$ cat src/hdl/lvt_pkg.sv
package lvt_pkg;

    localparam int ENTRIES_DEF = 16;
    localparam int WORD_W      = 32;

    localparam logic [WORD_W-1:0] MISS_PATTERN = 32'hBF80_0000;
    localparam logic [WORD_W-1:0] EMPTY_LABEL  = '0;

    localparam logic MODE_INSERT = 1'b0;
    localparam logic MODE_LOOKUP = 1'b1;

    // One request walking down the row of entries.
    typedef struct packed {
        logic              valid;
        logic              mode;
        logic [WORD_W-1:0] key;
        logic [WORD_W-1:0] value;
        logic              done;
        logic              fail;
        logic [WORD_W-1:0] data;
    } t_token;

endpackage

$ cat src/hdl/lvt_cell.sv
module lvt_cell (
    input  logic            i_clk,
    input  logic            i_rst_n,
    input  lvt_pkg::t_token i_tok,
    output lvt_pkg::t_token o_tok
);

    logic [lvt_pkg::WORD_W-1:0] r_label;
    logic [lvt_pkg::WORD_W-1:0] n_label;
    logic [lvt_pkg::WORD_W-1:0] r_value;
    logic [lvt_pkg::WORD_W-1:0] n_value;
    lvt_pkg::t_token            r_tok;
    lvt_pkg::t_token            n_tok;

    // Entries fill from the low end and never empty again, so an insert that
    // reaches the first empty entry without a match has seen every label.
    always_comb begin
        n_tok   = i_tok;
        n_label = r_label;
        n_value = r_value;
        if (i_tok.valid && !i_tok.done) begin
            if (r_label == i_tok.key) begin
                n_tok.done = 1'b1;
                if (i_tok.mode == lvt_pkg::MODE_LOOKUP) begin
                    n_tok.data = r_value;
                end else begin
                    n_tok.fail = 1'b1;
                end
            end else if (i_tok.mode == lvt_pkg::MODE_INSERT &&
                         r_label == lvt_pkg::EMPTY_LABEL) begin
                n_label    = i_tok.key;
                n_value    = i_tok.value;
                n_tok.done = 1'b1;
            end
        end
    end

    always_ff @(posedge i_clk) begin
        if (!i_rst_n) begin
            r_label   <= lvt_pkg::EMPTY_LABEL;
            r_value   <= '0;
            r_tok     <= '0;
        end else begin
            r_label   <= n_label;
            r_value   <= n_value;
            r_tok     <= n_tok;
        end
    end

    assign o_tok = r_tok;

    a_write_only_empty: assert property (@(posedge i_clk) disable iff (!i_rst_n)
        (r_label != $past(r_label)) |-> ($past(r_label) == lvt_pkg::EMPTY_LABEL))
        else $error("entry overwritten while occupied");

    a_write_from_insert: assert property (@(posedge i_clk) disable iff (!i_rst_n)
        (r_label != $past(r_label)) |->
            ($past(i_tok.valid) && $past(i_tok.mode) == lvt_pkg::MODE_INSERT
             && !$past(i_tok.done)))
        else $error("entry written without a pending insert");

    a_done_sticks: assert property (@(posedge i_clk) disable iff (!i_rst_n)
        (i_tok.valid && i_tok.done) |=> (r_tok.valid && r_tok.done))
        else $error("finished request lost its done mark");

endmodule

$ cat src/hdl/label_value_table.sv
// Label/value table: ENTRIES label and value pairs, cleared to empty (label 0)
// at reset. An insert (mode 0) fills the lowest empty entry and fails on a
// duplicate label or a full table; a lookup (mode 1) returns the value of the
// matching entry, or 0xBF800000 with failed set on a miss. Each request travels
// down a row of ENTRIES cells, one entry per cell and one cell per clock, and the
// result beat is registered behind the last cell. One request is in flight at a
// time; the next is accepted in the cycle its predecessor's result beat is taken.
module label_value_table #(
    parameter int ENTRIES = lvt_pkg::ENTRIES_DEF
) (
    input  logic                              i_clk,
    input  logic                              i_rst_n,
    input  logic                              i_valid,
    output logic                              o_ready,
    input  logic                              i_mode,
    input  logic signed [lvt_pkg::WORD_W-1:0] i_label,
    input  logic        [lvt_pkg::WORD_W-1:0] i_value,
    output logic                              o_valid,
    input  logic                              i_ready,
    output logic        [lvt_pkg::WORD_W-1:0] o_read_value,
    output logic                              o_failed
);

    lvt_pkg::t_token tok [ENTRIES+1];

    logic                       accept;
    logic                       out_take;
    logic                       r_busy;
    logic                       n_busy;
    logic                       r_out_valid;
    logic                       n_out_valid;
    logic [lvt_pkg::WORD_W-1:0] r_read_value;
    logic [lvt_pkg::WORD_W-1:0] n_read_value;
    logic                       r_failed;
    logic                       n_failed;

    assign out_take = r_out_valid && i_ready;
    assign o_ready  = !r_busy || out_take;
    assign accept   = i_valid && o_ready;

    always_comb begin
        tok[0]       = '0;
        tok[0].valid = accept;
        tok[0].mode  = i_mode;
        tok[0].key   = $unsigned(i_label);
        tok[0].value = i_value;
    end

    for (genvar g = 0; g < ENTRIES; g++) begin : g_cell
        lvt_cell u_cell (
            .i_clk   (i_clk),
            .i_rst_n (i_rst_n),
            .i_tok   (tok[g]),
            .o_tok   (tok[g+1])
        );
    end

    // Finish the beat at the end of the row: no cell claimed it means a miss
    // or a full table.
    always_comb begin
        n_busy       = r_busy;
        n_out_valid  = r_out_valid;
        n_read_value = r_read_value;
        n_failed     = r_failed;
        if (out_take) begin
            n_busy      = 1'b0;
            n_out_valid = 1'b0;
        end
        if (accept) begin
            n_busy = 1'b1;
        end
        if (tok[ENTRIES].valid) begin
            n_out_valid = 1'b1;
            if (tok[ENTRIES].done) begin
                n_read_value = tok[ENTRIES].data;
                n_failed     = tok[ENTRIES].fail;
            end else begin
                n_read_value = (tok[ENTRIES].mode == lvt_pkg::MODE_LOOKUP) ?
                               lvt_pkg::MISS_PATTERN : '0;
                n_failed     = 1'b1;
            end
        end
    end

    always_ff @(posedge i_clk) begin
        if (!i_rst_n) begin
            r_busy      <= 1'b0;
            r_out_valid <= 1'b0;
        end else begin
            r_busy      <= n_busy;
            r_out_valid <= n_out_valid;
        end
        r_read_value <= n_read_value;
        r_failed     <= n_failed;
    end

    assign o_valid      = r_out_valid;
    assign o_read_value = r_read_value;
    assign o_failed     = r_failed;

    a_out_while_busy: assert property (@(posedge i_clk) disable iff (!i_rst_n)
        r_out_valid |-> r_busy)
        else $error("result held with no request in flight");

    a_no_overrun: assert property (@(posedge i_clk) disable iff (!i_rst_n)
        tok[ENTRIES].valid |-> (!r_out_valid || i_ready))
        else $error("result arrived while previous beat still held");

    a_accept_idle: assert property (@(posedge i_clk) disable iff (!i_rst_n)
        accept |-> (!r_busy || out_take))
        else $error("request accepted while another is in flight");

endmodule

$ cat config.mk
export PLATFORM = sky130hd
export DESIGN_NAME = label_value_table
export DESIGN_NICKNAME = d
export VERILOG_FILES = /design/src/hdl/lvt_pkg.sv /design/src/hdl/lvt_cell.sv /design/src/hdl/label_value_table.sv
export SDC_FILE = /design/constraint.sdc
export NUM_CORES = 2
export LEC_CHECK = 0
export BUFFER_PORTS_ARGS = -buffer_cell sky130_fd_sc_hd__buf_2
export CAP_MARGIN = 10
export CORE_MARGIN = 2
export CORE_UTILIZATION = 45
export CTS_CLUSTER_SIZE = 16
export DETAILED_ROUTE_END_ITERATION = 16
export GPL_TIMING_DRIVEN = 0
export SLEW_MARGIN = 40
export SYNTH_ARGS = -nofsm -noshare
export SYNTH_HDL_FRONTEND = slang
export SYNTH_SLANG_ARGS = --single-unit
$ cat constraint.sdc
create_clock -name i_clk -period 4.4 [get_ports i_clk]
set_input_delay 0.88 -clock i_clk [delete_from_list [all_inputs] [get_ports i_clk]]
set_output_delay 0.88 -clock i_clk [all_outputs]
set_load 0.01 [all_outputs]
## Word level (Yosys, flattened, before mapping)

Index checks and enable logic that the tools add are counted.
Widths: inputs -> output; s select.

- Divide/modulo/power cells: 0
- Bitwise gates (word level): 32
- $mul: 0
- $lt $le $gt $ge: 0
- $add $sub $neg: 0
- Reduce and logical (&&, ||, !) cells: 87
- Equality and inequality tests: 16
- Mux-type cells: 98
- Shifts and indexed selects: 0

Operators with widths:

| operator | count |
|---|---|
| $mux 32 | 17 |
| $eq 32x32->1 | 16 |
| $logic_not 32->1 | 16 |
| $mux 34 | 15 |
| $mux 33 | 15 |
| $mux 1 | 51 |
| $reduce_and 3->1 | 17 |
| $logic_and 1x1->1 | 33 |
| $not 1->1 | 32 |
| $logic_not 1->1 | 16 |
| $reduce_and 4->1 | 1 |
| $reduce_bool 2->1 | 2 |
| $reduce_and 2->1 | 1 |
| $logic_or 1x1->1 | 1 |

- Word-level logic and storage cells: 379
- Output and inout port bits: 35
- Latch bits: 0
- ROM bits: 0
- Input port bits: 69
- Bits in writable memories: 0
- Register bits after elaboration: 2595
- Memories: 0

## Logic depth before layout (Yosys ltp)

- Word-level depth: 5
- Gate-level depth with buffers: 7
- Mapped depth without buffers: 5

## Hierarchy

A second synthesis with hierarchy kept.

- Cell total of the unflattened synthesis: 9256
- Area, all modules: 90586.9 µm²

Modules (own cells, without submodules):

| module | instances | cells each | sequential area each (µm²) | area an instance (µm²) |
|---|---|---|---|---|
| lvt_cell | 16 | 573 | 3283.1 | 5579.1 |
| label_value_table | 1 | 88 | 1031.0 | 1321.3 |

## Worst setup path before layout

OpenSTA, ideal clock, no wires.

- Path kind: in2reg
- From: input port i_label[28] (netlist name)
- To: register g_cell[0].u_cell.r_value[10] (netlist name)
- Stages: 7
- Arrival time: 2315 ps
- Slack: 2013 ps
- Library setup time: 72 ps
- Data required time: 4328 ps
- Cell sequence: xor2_1 nor4_1 nand4_1 o211ai_1 buf_2 buf_2 mux2i_1

- Word-level cells in the longest chain between the ends: 3

Ends and longest elaborated chain:

| what | RTL line | text |
|---|---|---|
| start, declared | label_value_table.sv:16 | `input logic signed [lvt_pkg::WORD_W-1:0] i_label,` |
| $eq 32x32->1 | lvt_cell.sv:22 | `if (r_label == i_tok.key) begin` |
| $not 1->1 (no source line) | -- |  |
| $reduce_and 3->1 (no source line) | -- |  |
| end signal, assigned | lvt_cell.sv:45 | `r_value <= n_value;` |
| end, declared | lvt_cell.sv:10 | `logic [lvt_pkg::WORD_W-1:0] r_value;` |

Every way passes these cells.
A chain may end at the register's enable or synchronous reset.

## Final worst setup path

- From: register g_cell[5].u_cell.r_label[30] (netlist name)
- To: register g_cell[5].u_cell.r_tok, in the netlist g_cell[5].u_cell.o_tok[21]

- Word-level cells in the longest chain between the ends: 3

Ends and longest elaborated chain:

| what | RTL line | text |
|---|---|---|
| start, declared | lvt_cell.sv:8 | `logic [lvt_pkg::WORD_W-1:0] r_label;` |
| start signal, assigned | lvt_cell.sv:40 | `r_label <= lvt_pkg::EMPTY_LABEL;` |
| start signal, assigned | lvt_cell.sv:44 | `r_label <= n_label;` |
| $eq 32x32->1 | lvt_cell.sv:22 |  |
| $mux 33 | lvt_cell.sv:22 |  |
| $mux 34 | lvt_cell.sv:21 | `if (i_tok.valid && !i_tok.done) begin` |
| end signal, assigned | lvt_cell.sv:46 | `r_tok <= n_tok;` |
| end, declared | lvt_cell.sv:12 | `lvt_pkg::t_token r_tok;` |

Every way passes these cells.

==> metrics <==
count of flip-flops with a built-in enable after synthesis=33; dominant register cell in the synthesized netlist=sky130_fd_sc_hd__dfxtp_1; cell depth of the worst hold path=3; total number of clock tree sinks=2,595; row count=163; height of the die=450 um; ratio of cells with drive above 1 in the final layout=7.96%; via count of the first global-routing pass=61,900; capturing element type of the critical path=register; Critical Path Max Stage Delay=0.85 ns; leftover overflow at the end of global routing=0; die outline area=202,000 sq um; Post-Route Setup TNS=0 ns; fraction of synthesized cell area in xor and xnor cells=5.01%; clock insertion delay at the later pin of the skew report=0.91 ns; number of maximum-capacitance violations=0; antenna violation net count after detailed routing=0; share of the core filled with cells in the final layout=51.9%; PD cells=479 nW/um^2; area delta synth->final=14.6%; f_max=0.278 GHz; Post-CTS Resized=0; final-report hold violation count=0; routed via count=60,500; Critical Path Slowest Stage Cell=sky130_fd_sc_hd__nor3_2; critical path startpoint=g_cell[5].u_cell.r_label[30]; minimum setup slack among reg-to-reg paths=0.80 ns; warning count from the yosys run=0; path type of the worst min-delay path=input pin to register; Pre-antenna DRT Iters=5; wire length of the first global-routing pass=366,000 um; number of violations reported at the end of detailed-routing iteration 0=3,626; share of the clock period used by the worst path=81.9%; endpoint of the worst register-to-register path=g_cell[5].u_cell.o_tok[21]; largest area contributor in the netlist=sky130_fd_sc_hd__dfxtp_1; initial antenna violation count=13; synth top area cells=sky130_fd_sc_hd__dfxtp_1 57%, sky130_fd_sc_hd__mux2i_1 6.8%, sky130_fd_sc_hd__nand2_1 6.1%, sky130_fd_sc_hd__and2_1 5.9%, sky130_fd_sc_hd__xor2_1 4.4%; count of unresolved DRC violations after routing=0; number of buffers created by CTS=282; fraction of the mapped netlist area in compound gates=10.2%; flip-flop and latch count after synthesis=2,595; Critical Path Start Type=register; post-synthesis share of cell area spent on full adders, half adders and majority gates=0%; Slew Viols, Final=0; placer congestion estimate=1.02; global-route usage over all layers=23.4%; worst setup skew after layout=0.0370 ns; most common cell after layout, fill and taps aside=sky130_fd_sc_hd__dfxtp_1; reg-to-reg startpoint=g_cell[5].u_cell.r_label[30]; post-synthesis mux area share=6.80%; clock tree from TritonCTS=done; core region area=197,000 sq um; required time of the critical path=5.23 ns; largest fanout of any net on the critical path=10; maximum buffer depth of the clock tree=4; Least-Margin Pin Slew=0.995 ns; CTS Root Buffer Type=sky130_fd_sc_hd__clkbuf_16; via/cell ratio=5.09; Syn Std Cell Area=89,400 sq um; startpoint of the worst hold path=i_value[24]; pin count of the biggest net entering global routing=34; chip width=450 um; cells along the critical path=xor2_1, nor4_1, nand4_1, nor3_2, buf_4, mux2i_1; initial core utilization=45.3%; highest ir drop seen on vdd=0.000418 V; count of nets after finishing=9,131; Worst Setup Path Type=register to register; unrepaired setup endpoints after global routing=no; number of cell instances on the worst register-to-register path=6; syn_area_per_cell=10.3 sq um; hpwl dp=188,000 um; arrival time at the worst endpoint=4.43 ns; Syn Inst Count=8,667; Top Ports=104; Synthesized Nets=8,736; endpoints failing setup=0; sequential cell area fraction in the yosys report=58.4%; commonest cells after routing, fill and taps aside=2,561 x sky130_fd_sc_hd__dfxtp_1, 1,457 x sky130_fd_sc_hd__nand2_1, 838 x sky130_fd_sc_hd__and2_1; area share of the largest cell type after synthesis=57.3%; Synth Area in Simple Gates=15.8%; IO Port Bufs=102; main combinational cell family by area after synthesis=simple AND/OR/NAND/NOR gates; share of synthesized flip-flops with an asynchronous set or reset=0%; filler instances=17,900; remaining max-slew budget at the tightest pin=33.5%; Post-CTS Setup Bufs=0; final wirelength=242,000 um; Hold EP=g_cell[0].u_cell.o_tok[58]; Leak=43.1 nW; Clock Pin Slew Worst Setup and Hold Paths=0.06 ns; Wirelength per Cell=20.4 um; number of distinct library cells after synthesis=46; outcome=complete, no violations; H-tree depth=5; crit path time final=3.60 ns; Post-CTS Hold Fix Bufs=0
area by class of cell:
class                      instances  area (sq um)  share of cell area [%]
clock inverter                    71           748                   0.730
sequential                      2595         52300                    51.0
antenna                            6          15.0                  0.0147
inverter                         251           942                   0.919
buffer                           555          2470                    2.41
tap                             2640          3300                    3.22
multi-input combinational       5266         33900                    33.1
clock buffer                     392          8110                    7.91
timing repair buffer             111           711                   0.693
Yosys cell counts, types with 22 or more instances:
| cell type | count |
|---|---|
| sky130_fd_sc_hd__o21ai_0 | 495 |
| sky130_fd_sc_hd__nor3_2 | 23 |
| sky130_fd_sc_hd__buf_2 | 48 |
| sky130_fd_sc_hd__o21a_1 | 43 |
| sky130_fd_sc_hd__nand3_1 | 42 |
| sky130_fd_sc_hd__a21boi_0 | 35 |
| sky130_fd_sc_hd__and2_1 | 838 |
| sky130_fd_sc_hd__mux2i_1 | 608 |
| sky130_fd_sc_hd__edfxtp_1 | 33 |
| sky130_fd_sc_hd__and4_1 | 24 |
| sky130_fd_sc_hd__nand2_1 | 1457 |
| sky130_fd_sc_hd__inv_1 | 251 |
| sky130_fd_sc_hd__o31ai_1 | 33 |
| sky130_fd_sc_hd__clkbuf_1 | 446 |
| sky130_fd_sc_hd__o211ai_1 | 353 |
| sky130_fd_sc_hd__nand4_1 | 92 |
| sky130_fd_sc_hd__dfxtp_1 | 2562 |
| sky130_fd_sc_hd__nor3_1 | 22 |
| sky130_fd_sc_hd__xnor2_1 | 64 |
| sky130_fd_sc_hd__a22o_1 | 319 |
| sky130_fd_sc_hd__xor2_1 | 448 |
| sky130_fd_sc_hd__nor4_1 | 240 |
| sky130_fd_sc_hd__buf_4 | 46 |
how the worst max path moves through the flow:
stage	endpoint	slack, ns	depth (start not counted)
after floorplan	g_cell[0].u_cell.r_value[10]	2.01	7
after global placement	g_cell[0].u_cell.r_label[0]	-1.49	6
after detailed placement	g_cell[10].u_cell.o_tok[31]	0.56	6
after CTS	g_cell[5].u_cell.o_tok[27]	0.84	6
after global routing	g_cell[5].u_cell.o_tok[26]	0.80	6
final	g_cell[5].u_cell.o_tok[21]	0.80	6
cell families (layout without fill, tap and decap cells):
group,Yosys count,in the layout
other,0,6
and+or+nand+nor,2816,2816
muxes,608,608
buffers and inverters,806,1380
AOI/OAI and AO/OA,1330,1330
xor gates and xnor gates,512,512
DFF,2595,2595
worst max-delay path: cells and delay by family, from the launching register on:
kind | cells | cell delay, ns
AND/OR/NAND/NOR | 3 | 2.36
buffers and inverters | 1 | 0.35
flip-flops | 1 | 0.33
multiplexers | 1 | 0.25
XOR/XNOR | 1 | 0.24
routing by layer:
metal / global-route usage (%) / vias up / share of wire, %
met5: 0 / - / 0.0054
met4: 13.5 / 2 / 6.1
met3: 3.23 / 642 / 4.0
met2: 41.2 / 1597 / 49
met1: 27.2 / 28200 / 41
li1: - / 30100 / -
metrics by stage:
stage / hold slack, ns / std cells / setup WS [ns] / total power [W] / area (sq um)
finish: 0.174 / 11900 / 0.798 / 0.0491 / 102000
global route: 0.149 / 11900 / 0.804 / 0.0507 / 102000
CTS: 0.110 / 11900 / 0.838 / 0.0495 / 102000
detailed placement: 0.416 / 11400 / 0.561 / 0.0269 / 93600
global placement: 0.421 / 11400 / -1.49 / 0.0268 / 93300
floorplan: 0.404 / 8667 / 2.01 / 0.0259 / 89400
flip-flops by register name, indices dropped and copies added (netlist names):
register	flops
o_failed	1
o_read_value	32
g_cell.u_cell.r_value	512
g_cell.u_cell.o_tok	1536
g_cell.u_cell.r_label	512
r_busy	1
o_valid	1
report_power, final:
part / switching, W / internal (W) / leakage [nW] / total, W
Clock: 0.00909 / 0.0136 / 4.38 / 0.0227
Sequential: 0.000266 / 0.0239 / 21.1 / 0.0242
Combinational: 0.00153 / 0.000630 / 17.6 / 0.00216
(Power assumes the default switching activity.)
